File: config.mk
export PLATFORM = sky130hd
export DESIGN_NAME = htlp_queue
export DESIGN_NICKNAME = d
export VERILOG_FILES = /design/src/hdl/htlp_pkg.sv /design/src/hdl/htlp_queue.sv
export SDC_FILE = /design/constraint.sdc
export NUM_CORES = 1
export LEC_CHECK = 0
export ABC_AREA = 1
export BUFFER_PORTS_ARGS = -buffer_cell sky130_fd_sc_hd__buf_4
export CORE_ASPECT_RATIO = 0.6
export CORE_UTILIZATION = 25
export CTS_CLUSTER_DIAMETER = 100
export DETAILED_ROUTE_END_ITERATION = 10
export HOLD_SLACK_MARGIN = 0.02
export PLACE_DENSITY = 0.49
export SLEW_MARGIN = 20
export SYNTH_ARGS = -nofsm -noshare
export SYNTH_HDL_FRONTEND = slang
export SYNTH_SLANG_ARGS = --single-unit
File: constraint.sdc
create_clock -name clk_i -period 12.62 [get_ports clk_i]
set_clock_uncertainty 0.15 [all_clocks]
set_input_delay 0 -clock clk_i [delete_from_list [all_inputs] [get_ports clk_i]]
set_output_delay 0 -clock clk_i [all_outputs]
set_load 0.03 [all_outputs]
File: src/hdl/htlp_pkg.sv
package htlp_pkg;

  localparam logic [63:0] FnvBasis = 64'hCBF29CE484222325;
  localparam logic [63:0] FnvPrime = 64'h00000100000001B3;

  // Number of table slots; a power of two so the home slot is the low hash bits.
  localparam int Capacity = 256;

  typedef enum logic [1:0] {
    FUNC_SET = 2'd0,
    FUNC_GET = 2'd1,
    FUNC_DEL = 2'd2,
    FUNC_NOP = 2'd3
  } func_e;

  typedef enum logic [1:0] {
    ST_OK   = 2'd0,
    ST_MISS = 2'd1,
    ST_FULL = 2'd2
  } status_e;

  typedef enum logic [2:0] {
    FS_IDLE,
    FS_HASH,
    FS_PUSH
  } front_state_e;

  typedef enum logic [2:0] {
    BS_CLEAR,
    BS_IDLE,
    BS_READ,
    BS_WAIT,
    BS_CHECK,
    BS_REPLY
  } back_state_e;

  // Classified request carried from the hashing front to the probing back.
  typedef struct packed {
    func_e       func;
    logic [3:0]  key_len;
    logic [63:0] key;
    logic [63:0] value;
    logic [63:0] hash;
  } req_t;

endpackage

File: src/hdl/htlp_queue.sv
module htlp_queue
  import htlp_pkg::*;
(
  input  logic clk_i,
  input  logic rst_ni,
  input  logic push_valid_i,
  output logic push_ready_o,
  input  req_t push_i,
  output logic pop_valid_o,
  input  logic pop_ready_i,
  output req_t pop_o
);

  req_t       mem_q [2];
  logic       wptr_q, rptr_q;
  logic [1:0] cnt_q;
  logic       push, pop;

  assign push_ready_o = (cnt_q != 2'd2);
  assign pop_valid_o  = (cnt_q != 2'd0);
  assign push = push_valid_i && push_ready_o;
  assign pop  = pop_valid_o && pop_ready_i;
  assign pop_o = mem_q[rptr_q];

  always_ff @(posedge clk_i or negedge rst_ni) begin
    if (!rst_ni) begin
      wptr_q <= 1'b0;
      rptr_q <= 1'b0;
      cnt_q  <= '0;
    end else begin
      if (push) wptr_q <= ~wptr_q;
      if (pop) rptr_q <= ~rptr_q;
      cnt_q <= cnt_q + {1'b0, push} - {1'b0, pop};
    end
  end

  always_ff @(posedge clk_i) begin
    if (push) mem_q[wptr_q] <= push_i;
  end

endmodule

# Yosys cells after proc, flatten, opt, wreduce, memory -nomap -nowiden
# Memory sizes are Yosys's and may differ from the RTL's.
# Cells that the tools add are included.
# totals
ff_bits,4
mem_bits_rw,396
input_bits,202
out_inout_bits,200
n_memories,1
# op_classes
addsub,2
n_eq_ne,1
muxes,2
bitwise,2
reduce_logical,3
# memory_table
memory,words,word_bits,read_ports,rd_clocked_by_memory_dff,wr,line_no,text
mem_q,2,198,1,0,1,htlp_queue.sv:14,req_t mem_q [2];
# ops
operator,count
$add 2x1->2,1
$logic_and 1x1->1,2
$mux 1,2
$ne 2x2->1 const B,1
$not 1->1,2
$reduce_bool 2->1,1
$sub 2x1->2,1

# Longest topological paths before layout
# logic_depth
depth_word,4
mapped_depth,10
depth_no_buf,10

# Worst setup path after synthesis
# Ideal clock, no wire load.
# synth_path
kind,register to register
startpoint,register cnt_q[1]
endpoint,"memory mem_q[1][0] in the netlist's numbering, enable pin"
setup_ns,0.760
arrival_ns,9.003
required_ns,11.710
setup_slack_ns,2.707
path_stages_with_launch,4
synth_period_minus_slack_ns,9.913
cell_sequence,dfrtp_1 > nand2_1 > nand2_1 > nor2_1
# synth_via
elab_chain_cells,4
# synth_rtl
item,line_no,text
from (decl),htlp_queue.sv:16,logic [1:0] cnt_q;
from (signal assigned),htlp_queue.sv:33,"cnt_q <= cnt_q + {1'b0, push} - {1'b0, pop};"
$ne 2x2->1,htlp_queue.sv:19,assign push_ready_o = (cnt_q != 2'd2);
via push_ready_o,htlp_queue.sv:7,"output logic push_ready_o,"
$logic_and 1x1->1,htlp_queue.sv:21,assign push = push_valid_i && push_ready_o;
$mux 1,htlp_queue.sv:38,if (push) mem_q[wptr_q] <= push_i;
$mux 1 (implied by the code),htlp_queue.sv:38,
to (decl),htlp_queue.sv:14,
# The timed path passes the listed nets, and every way through them passes these cells.

# Final worst setup path
# layout_path
startpoint,register cnt_q[1]
endpoint,"memory mem_q[1][43] in the netlist's numbering, enable pin"
# layout_via
elab_chain_cells,4
# layout_rtl
item,line_no
$ne 2x2->1,htlp_queue.sv:19
$logic_and 1x1->1,htlp_queue.sv:21
$mux 1,htlp_queue.sv:38
$mux 1 (implied by the code),htlp_queue.sv:38
# Every way passes these cells.

==> impl_metrics.py <==
metrics = {
    "timing": {
        "slew_violations": 0,
        "layout_setup_ws_ps": 9190,
        "rsz0062_at_grt": "false",
        "fin_crit_ps": 3430,
        "hold_ws_ps": 43.5,
        "period_share_pct": 27.2,
        "max_freq_ghz": 0.291,
        "setup_viol": 0,
        "maxSlewHeadroom_pct": 32.2,
        "setup_tns_ps": 0,
        "tightest_slew_ps": 1020,
        "hold_viol": 0,
    },
    "worst_hold_path": {
        "whs_path_depth": 2,
        "hold_path_end": "mem_q[1][89]",
        "hp-class": "in -> reg",
        "min_from": "push_i[89]",
    },
    "floorplanning": {
        "ios": 402,
        "dieHeight_um": 189,
        "die_x_um": 314,
        "die-area_um2": 59300,
        "initial_core_util_pct": 25.4,
        "std_cell_rows": 68,
        "core_um2": 57500,
    },
    "worst_setup_path": {
        "r2r_cells": 5,
        "r2r_slack_ps": 9190,
        "critPathLaunchType": "flip-flop",
        "end_kind": "flip-flop",
        "cp_slowest_cell": "buf_4",
        "critPathMaxStageDelay_ps": 800,
        "cp.arrival_ps": 3440,
        "crit_type": "reg -> reg",
        "critPathLaunch": "cnt_q[1]",
        "reg2reg_to": "mem_q[1][43]",
        "cp_max_fo": 63,
        "required_ps": 12620,
        "r2r_start": "cnt_q[1]",
        "crit_chain": "nand2_1, nand2_1, nor2_4, buf_4, buf_4",
    },
    "clocking": {
        "cts_buffers": 40,
        "cts_resized": 0,
        "cts_tree": "built",
        "hold_buffers": 310,
        "cts.sinks": 400,
        "insertion_delay_ps": 530,
        "clk_pin_slew_worst_paths_ps": 60,
        "post_cts_buffers": 0,
        "htree_levels": 2,
        "cts_root_buf": "clkbuf_16",
        "ctsLongestPathBuffers": 3,
    },
    "synthesis": {
        "syn_nets": 1269,
        "ys_types": 11,
        "synthCells": 1065,
        "synth.top_cell.area_share_pct": 81.6,
        "yosys-top-cells-area": "edfxtp_1 (82%), nand2_1 (16%), buf_2 (0.76%), dfrtp_1 (0.69%), buf_4 (0.62%)",
        "synth_seq_cells": 400,
        "syn-cell-area_um2": 14600,
        "ys_seq_area_share_pct": 82.2,
        "yosysWarnings": 0,
        "syn_area_per_cell_um2": 13.7,
        "synth_area_leader_cell": "edfxtp_1",
    },
    "place": {
        "routabilityCongestion": 0.709,
        "port_buffers": 401,
        "placedCellCount": 2202,
        "hpwl_mm": 23.0,
        "place_ws_ps": 9030,
    },
    "layout": {
        "num-fill-cells": 5395,
        "final_cells": 2591,
        "regArea_um2": 12000,
        "synthToLayoutAreaGrowth_pct": 57.4,
        "multi_input_area_um2": 2330,
        "nets": 1992,
        "drive_above_1_share_pct": 26.4,
    },
    "job": {
        "max_cap_viol_count": 0,
    },
    "drt": {
        "dr_total_vias": 10349,
        "wl_met3_mm": 2.30,
        "routedWlPerCell_um": 15.0,
        "wl_met1_mm": 17.3,
        "ant_nets": 0,
        "initialDrtViolationCount": 495,
        "drc_errors": 0,
        "top_layer_used": "met5",
        "routed_wl_mm": 38.9,
        "routed-wl-met2_mm": 18.4,
        "drt-pass1-iter-count": 4,
        "via_per_inst": 3.99,
    },
    "global_route": {
        "grt.overflow.total": 0,
        "antenna_found_initial": 3,
        "grt_max_degree": 88,
        "track_usage_pct": 12.7,
        "grt_pass1_vias": 10616,
        "grt_pass1_wl_mm": 59.1,
    },
    "power": {
        "leakage_nw": 9.56,
        "power_density_nw_per_um2": 233,
        "irDropWorstVdd_uv": 132,
        "power_mw": 5.35,
    },
    "outcome": {
        "status": "complete, no violations",
    },
}
## synthesized netlist by cell type
cell type and instances:
nand2_1 607, nor2_1 1, inv_1 8, dfrtp_1 4, ha_1 2, nand3_1 3, inv_2 1, buf_2 22
clkbuf_1 9, buf_4 12, edfxtp_1 396
## flip-flops by register name (all words and copies together), names as in the netlist
name	count
wptr_q	1
rptr_q	1
cnt_q	2
mem_q	396
## critical path: cells and delay by family, from the launching register on
family        cells  cell delay (ps)
simple gates      3              880
buf+inv           2             1500
flops             1              390
## final cells by class
cell class | count | area share (%)
Antenna cell | 1 | 0.0109
Clock buffer | 46 | 4.64
Clock inverter | 28 | 1.46
Inverter | 9 | 0.202
Multi-Input combinational cell | 613 | 10.1
Sequential cell | 400 | 52.3
Tap cell | 770 | 4.20
Timing Repair Buffer | 724 | 27.1
## logic make-up (layout without fill, tap and decap cells)
group                    count (synthesis)  in the layout  synth area share, %
flip-flops                             400            400                 82.2
AND/OR/NAND/NOR                        611            611                 15.8
other                                    0              1                    0
adder cells (fa/ha/maj)                  2              2                0.172
buffers and inverters                   52            807                 1.84
## placed cells by master (no fill, tap or decap)
cell type,synthesis,layout
clkbuf_1,9,3
dlygate4sd3_1,0,314
dfrtp_1,4,3
clkinv_1,0,5
clkbuf_16,0,41
nor2_4,0,1
inv_1,8,7
clkinvlp_4,0,4
dfrtp_4,0,1
clkinv_4,0,2
bufinv_16,0,7
nand3_1,3,3
inv_8,0,1
ha_1,2,2
buf_4,12,410
edfxtp_1,396,396
clkbuf_8,0,2
clkinv_2,0,8
nand2_1,607,607
diode_2,0,1
inv_6,0,3
## worst max path at each step
| stage | end | slack [ps] | depth (start not counted) |
|---|---|---|---|
| floorplan | mem_q[1][0] | 2710 | 3 |
| global placement | mem_q[1][134] | 9090 | 6 |
| detailed placement | mem_q[0][132] | 9030 | 5 |
| CTS | mem_q[0][44] | 9030 | 5 |
| global route | mem_q[1][22] | 8840 | 6 |
| finish | mem_q[1][43] | 9190 | 5 |
## power by group
group	leakage [nW]	switching, mW	internal [mW]
sequential	3.73	0.0949	1.81
clock	0.679	0.512	0.753
combinational	5.15	1.50	0.681
total	9.56	2.10	3.25
## per-layer routing
layer | track usage, % | vias to the layer above
li1 | - | 5050
met1 | 16.8 | 4964
met2 | 20.7 | 265
met3 | 3.33 | 68
met4 | 3.23 | 2
met5 | 0 | -
## metrics by stage
| stage | area [µm²] | utilization, % |
|---|---|---|
| after detailed placement | 18400 | 32.0 |
| after CTS | 22900 | 39.8 |
| final | 23000 | 39.9 |
| after global placement | 18400 | 32.0 |
| after floorplan | 14600 | - |
| after global routing | 23000 | 39.9 |
Note: power is estimated with default switching activity, not from simulation.
