--- src/hdl/htlp_pkg.sv ---
package htlp_pkg;

  localparam logic [63:0] FnvBasis = 64'hCBF29CE484222325;
  localparam logic [63:0] FnvPrime = 64'h00000100000001B3;

  // Number of table slots; a power of two so the home slot is the low hash bits.
  localparam int Capacity = 256;

  typedef enum logic [1:0] {
    FUNC_SET = 2'd0,
    FUNC_GET = 2'd1,
    FUNC_DEL = 2'd2,
    FUNC_NOP = 2'd3
  } func_e;

  typedef enum logic [1:0] {
    ST_OK   = 2'd0,
    ST_MISS = 2'd1,
    ST_FULL = 2'd2
  } status_e;

  typedef enum logic [2:0] {
    FS_IDLE,
    FS_HASH,
    FS_PUSH
  } front_state_e;

  typedef enum logic [2:0] {
    BS_CLEAR,
    BS_IDLE,
    BS_READ,
    BS_WAIT,
    BS_CHECK,
    BS_REPLY
  } back_state_e;

  // Classified request carried from the hashing front to the probing back.
  typedef struct packed {
    func_e       func;
    logic [3:0]  key_len;
    logic [63:0] key;
    logic [63:0] value;
    logic [63:0] hash;
  } req_t;

endpackage

--- src/hdl/htlp_front.sv ---
module htlp_front
  import htlp_pkg::*;
#(
  parameter int KEY_BYTES = 8
) (
  input  logic        clk_i,
  input  logic        rst_ni,
  input  logic        valid_i,
  output logic        ready_o,
  input  logic [1:0]  func_i,
  input  logic [3:0]  key_len_i,
  input  logic [63:0] key_bytes_i,
  input  logic [63:0] write_value_i,
  output logic        req_valid_o,
  input  logic        req_ready_i,
  output req_t        req_o
);

  localparam logic [3:0] MaxLen = 4'(KEY_BYTES);

  front_state_e state_q, state_d;
  req_t         req_q, req_d;
  logic [3:0]   byte_q, byte_d;

  logic [3:0]  len_sat;
  logic [63:0] key_mask;
  logic [63:0] mix;

  always_comb begin
    len_sat = (key_len_i > MaxLen) ? MaxLen : key_len_i;
    key_mask = '0;
    for (int b = 0; b < 8; b++) begin
      if (4'(b) < len_sat) key_mask[8*b +: 8] = 8'hFF;
    end
  end

  // One FNV-1a byte step per cycle: xor then multiply.
  assign mix = (req_q.hash ^ {56'd0, req_q.key[8*byte_q[2:0] +: 8]}) * FnvPrime;

  always_comb begin
    state_d = state_q;
    req_d   = req_q;
    byte_d  = byte_q;
    ready_o = 1'b0;
    req_valid_o = 1'b0;
    unique case (state_q)
      FS_IDLE: begin
        ready_o = 1'b1;
        if (valid_i) begin
          req_d.func    = func_e'(func_i);
          req_d.key_len = len_sat;
          req_d.key     = key_bytes_i & key_mask;
          req_d.value   = write_value_i;
          req_d.hash    = FnvBasis;
          byte_d        = '0;
          state_d       = FS_HASH;
        end
      end
      FS_HASH: begin
        if (byte_q >= req_q.key_len) begin
          state_d = FS_PUSH;
        end else begin
          req_d.hash = mix;
          byte_d     = byte_q + 4'd1;
        end
      end
      FS_PUSH: begin
        req_valid_o = 1'b1;
        if (req_ready_i) state_d = FS_IDLE;
      end
      default: state_d = FS_IDLE;
    endcase
  end

  always_ff @(posedge clk_i or negedge rst_ni) begin
    if (!rst_ni) begin
      state_q <= FS_IDLE;
    end else begin
      state_q <= state_d;
    end
  end

  always_ff @(posedge clk_i) begin
    req_q  <= req_d;
    byte_q <= byte_d;
  end

  assign req_o = req_q;

endmodule

--- config.mk ---
export PLATFORM = sky130hd
export DESIGN_NAME = htlp_front
export DESIGN_NICKNAME = d
export VERILOG_FILES = /design/src/hdl/htlp_pkg.sv /design/src/hdl/htlp_front.sv
export SDC_FILE = /design/constraint.sdc
export NUM_CORES = 1
export LEC_CHECK = 0
export BUFFER_PORTS_ARGS = -buffer_cell sky130_fd_sc_hd__clkbuf_2
export CORE_ASPECT_RATIO = 0.5
export CORE_MARGIN = 2
export CORE_UTILIZATION = 35
export DETAILED_ROUTE_END_ITERATION = 8
export PLACE_DENSITY = 0.5
export SLEW_MARGIN = 20
export SYNTH_ARGS = -nofsm -noshare
export SYNTH_HDL_FRONTEND = slang
export SYNTH_SLANG_ARGS = --single-unit
--- constraint.sdc ---
create_clock -name clk_i -period 22.3 [get_ports clk_i]
set_clock_uncertainty 0.1 [all_clocks]
set_input_delay 4.46 -clock clk_i [delete_from_list [all_inputs] [get_ports clk_i]]
set_output_delay 4.46 -clock clk_i [all_outputs]
set_load 0.02 [all_outputs]
== Word-level counts from Yosys, hierarchy flattened ==
Cells that the tools add are included.

* Equal/unequal tests: 6
* Mux-type cells: 21
* Reduce and logical (&&, ||, !) cells: 5
* Bitwise gates (word level): 2
* $mul: 1
* Add/sub/neg operators: 1
* Shift operators: 1
* Magnitude comparators: 10

{| class="wikitable"
|+ Operators with widths
! operator !! number
|-
| $mux W64 || 2
|-
| $pmux W64 S2 || 1
|-
| $and A64 B64 Y64 || 1
|-
| $mul A64 B41 Y64 const B || 1
|-
| $mux W8 || 8
|-
| $shiftx A64 B7 Y8 || 1
|-
| $xor A64 B8 Y64 || 1
|-
| $lt A3 B4 Y1 const A || 4
|-
| $mux W4 || 3
|-
| $mux W3 || 3
|-
| $pmux W3 S3 || 1
|-
| $lt A1 B4 Y1 const A || 2
|-
| $lt A2 B4 Y1 const A || 2
|-
| $ne A2 B2 Y1 const B || 4
|-
| $pmux W4 S2 || 1
|-
| $reduce_and A3 Y1 || 2
|-
| $add A4 B1 Y4 const B || 1
|-
| $ge A4 B4 Y1 || 1
|-
| $gt A4 B4 Y1 const B || 1
|-
| $eq A3 B1 Y1 const B || 1
|-
| $eq A3 B2 Y1 const B || 1
|-
| $logic_not A3 Y1 || 1
|-
| $mux W1 || 2
|-
| $reduce_and A2 Y1 || 1
|-
| $reduce_bool A2 Y1 || 1
|}

* Register bits after elaboration: 205
* Logic and storage cells: 54
* Bits of input ports: 138
* Output and inout bits: 200

== Longest topological paths before layout ==
* Depth after elaboration: 5
* Depth in mapped cells: 28
* Depth with buffers taken out: 25

== Worst setup path before layout ==
Ideal clock, no wire load.

* Path type: input to register
* Start point: input port valid_i
* End point: register byte_q[0], enable pin
* Slack: 12.714 ns
* Buffers on the path: 0
* Data required time: 21.775 ns
* Arrival time: 9.061 ns
* Library setup time: 0.425 ns
* Stages: 2
* Cell sequence: and2_1 -> a21o_1

* Longest elaborated chain between the ends: 2

{| class="wikitable"
|+ RTL lines
! element !! RTL line !! source
|-
| start, declared || htlp_front.sv:8 || <nowiki>input logic valid_i,</nowiki>
|-
| $ne A2 B2 Y1 (no source line) || - ||
|-
| $reduce_and A3 Y1 (no source line) || - ||
|-
| end signal, assigned || htlp_front.sv:85 || <nowiki>byte_q <= byte_d;</nowiki>
|-
| end, declared || htlp_front.sv:23 || <nowiki>logic [3:0] byte_q, byte_d;</nowiki>
|}

Every way passes these cells.
A chain may end at the register's enable or synchronous reset.

== Final worst setup path ==
* Start point: register byte_q[0]
* End point: register req_q, in the netlist req_o[47], data pin

* Longest elaborated chain between the ends: 5

{| class="wikitable"
|+ RTL lines
! element !! RTL line !! source
|-
| $shiftx A64 B7 Y8 || htlp_front.sv:38 || <nowiki>assign mix = (req_q.hash ^ {56'd0, req_q.key[8*byte_q[2:0] +: 8]}) * FnvPrime;</nowiki>
|-
| $xor A64 B8 Y64 || htlp_front.sv:38 ||
|-
| $mul A64 B41 Y64 || htlp_front.sv:38 ||
|-
| $mux W64 || htlp_front.sv:60 || <nowiki>if (byte_q >= req_q.key_len) begin</nowiki>
|-
| $pmux W64 S2 || htlp_front.sv:46 || <nowiki>unique case (state_q)</nowiki>
|-
| end signal, assigned || htlp_front.sv:84 || <nowiki>req_q <= req_d;</nowiki>
|-
| end, declared || htlp_front.sv:22 || <nowiki>req_t req_q, req_d;</nowiki>
|}

Every way passes these cells. The select of a mux whose other input is x is not followed.

==> impl_metrics.toml <==
[critical_path]
crit_family = "adder cells"
cp-start-kind = "flip-flop"
cp_data_required_time_ns = 22.48
critPathLaunch = "byte_q[0]"
r2r-start = "byte_q[0]"
critPathMaxFanout = 12
slowest_delay_ns = 0.62
critical_path_arrival_ns = 8.36
critPathSlowestCell = "edfxtp_1"
cp.depth = 26
reg2reg_depth = 26
cp-end-kind = "flip-flop"
cp.buffers_inverters = 5
cpMostUsedCell = "ha_1"
crit_type = "reg -> reg"

[grt]
grt_pass1_wl_mm = 96.1
antenna_found_initial = 2
grt_usage_pct = 18.8
grt_pass1_vias = 16304
grt_max_degree = 84
gr-total-overflow = 0

[clock_network]
post_cts_resized = 0
cts_buffers = 24
clock-sinks = 204
htreeDepth = 1
clock_latency_ns = 0.56
cts_root_buffer = "clkbuf_16"
path_clk_slew_ns = 0.06
cts_hold_buf = 0
cts_tree = "done"
clk_path_buf_depth = 3
cts_setup_buffers = 0

[run_status]
status = "finished clean"

[floorplanning]
chipHeight_um = 184
rows = 65
die-area_um2 = 66900
core_area_um2 = 63500
start_util_pct = 35.7
io_pins = 338
fp.dieW_um = 364

[timing]
hold_violations = 0
slew_headroom_pct = 31.0
finalCritPeriodShare_pct = 36.7
tightest_slew_ns = 1.04
setup_viol = 0
drv_slew = 0
whs_ns = 0.540
grt_setup_unrepaired = "no"
setup-tns-final_ns = 0
fmax_mhz = 122
period_needed_ns = 8.18

[min_path]
hold_class = "reg -> reg"
hp-start = "byte_q[3]"
whs_path_depth = 2

[placed_design]
io_buffers = 337
hpwlAfterDp_mm = 50.3
gp_congestion = 0.852

[synth]
syn_area_um2 = 22700
synth-edff-count = 202
async_flop_share_pct = 0.980
synth_ff_type = "edfxtp_1"
synth-seq-cells = 204
synthCells = 2041
ys_warn_count = 0
synth_nets = 2848
syn_avg_cell_area_um2 = 11.1
seq_area_frac_synth_pct = 27.0
synth_cell_types = 73

[drt]
drt_wl_total_mm = 61.9
drtPass1Iterations = 5
via_count = 15320
drtAntennaViolNets = 0
drtIter0Drc = 650
wire_per_inst_um = 18.9
drc = 0
viasPerCell = 4.69

[cells_and_area]
drive_gt1_share_pct = 17.8
area_growth_pct = 15.2
layout_common_cells = "inv_1, ha_1, clkbuf_2, fa_1, edfxtp_1"
layout_commonest_cell = "inv_1"
utilization_pct = 41.1
final_nets = 3183

[run]
maxCapViolCount = 0
per-stage QoR:
stage	setup WS [ns]	area, um2	instances
floorplan	12.71	22700	2041
global placement	13.97	25300	3220
detailed placement	13.85	25300	3220
CTS	13.81	26100	3263
global route	13.61	26100	3265
finish	14.12	26100	3265
flip-flops by register name, indices dropped and copies added, names as in the netlist:
register  count
byte_q        4
req_o       198
state_q       2
final timing paths:
check | endpoint | slack (ns)
max reg2reg | req_o[47] | 14.12
min reg2reg | byte_q[3] | 0.54
min in group asynchronous | state_q[1] | 3.57
max | req_o[47] | 14.12
min | byte_q[3] | 0.54
max in group asynchronous | state_q[0] | 18.43
synth_stat cells, types with 3 or more instances:
cell type | instances | share of area, %
inv_1 | 494 | 8.2
ha_1 | 425 | 23
fa_1 | 244 | 22
edfxtp_1 | 202 | 27
a21oi_1 | 68 | 1.5
nor2b_1 | 65 | 1.8
nand2_1 | 59 | 0.98
xnor2_1 | 49 | 1.9
nor2_1 | 48 | 0.80
a21o_1 | 43 | 1.4
o21ai_0 | 29 | 0.64
o21a_1 | 23 | 0.76
clkbuf_1 | 22 | 0.36
nor3_1 | 22 | 0.49
and2_1 | 21 | 0.58
nand3_1 | 19 | 0.42
xor2_1 | 17 | 0.66
mux4_2 | 16 | 1.6
o21ai_1 | 14 | 0.31
o21bai_1 | 14 | 0.46
mux2i_1 | 11 | 0.49
nand4_1 | 11 | 0.30
nand2b_1 | 10 | 0.28
a211oi_1 | 9 | 0.30
a31oi_1 | 8 | 0.22
and3_1 | 8 | 0.22
buf_2 | 8 | 0.18
nor4_1 | 6 | 0.17
o31ai_1 | 6 | 0.20
o211ai_1 | 5 | 0.17
a21oi_2 | 4 | 0.15
buf_6 | 4 | 0.20
o21ai_2 | 3 | 0.12
or3_1 | 3 | 0.083
final cells by class:
class / count / area (um2)
clock inverters: 15 / 123
clock buffers: 28 / 616
diodes: 1 / 2.50
inverters: 494 / 1850
fillers: 6286 / 37400
well taps: 871 / 1090
repair buffers: 347 / 1770
flip-flops and latches: 204 / 6120
multi-input cells: 1305 / 14500
routing by layer:
| layer | GRT usage [%] | up-vias | part of all wire (%) |
|---|---|---|---|
| met3 | 3.60 | 44 | 5.3 |
| met5 | 0 | - | 0.018 |
| met2 | 31.1 | 331 | 46 |
| met4 | 2.94 | 2 | 1.3 |
| met1 | 26.0 | 7510 | 47 |
| li1 | - | 7433 | - |
kinds of logic after synthesis:
| family | after synthesis | share of synthesized area [%] |
|---|---|---|
| flops | 204 | 27.0 |
| mux | 27 | 2.08 |
| simple gates | 289 | 6.78 |
| fa+ha+maj | 669 | 45.0 |
| xor+xnor | 66 | 2.55 |
| compound gates | 254 | 7.58 |
| buf+inv | 532 | 9.01 |
tightest hold or removal path, cell delays in order, from the launching register on:
cell	delay (ns)
edfxtp_1	0.38
xor2_1	0.08
nor2_1	0.07
Power is not shown: default switching activity piles up to over one toggle a cycle in this logic, so the estimate is an artifact.
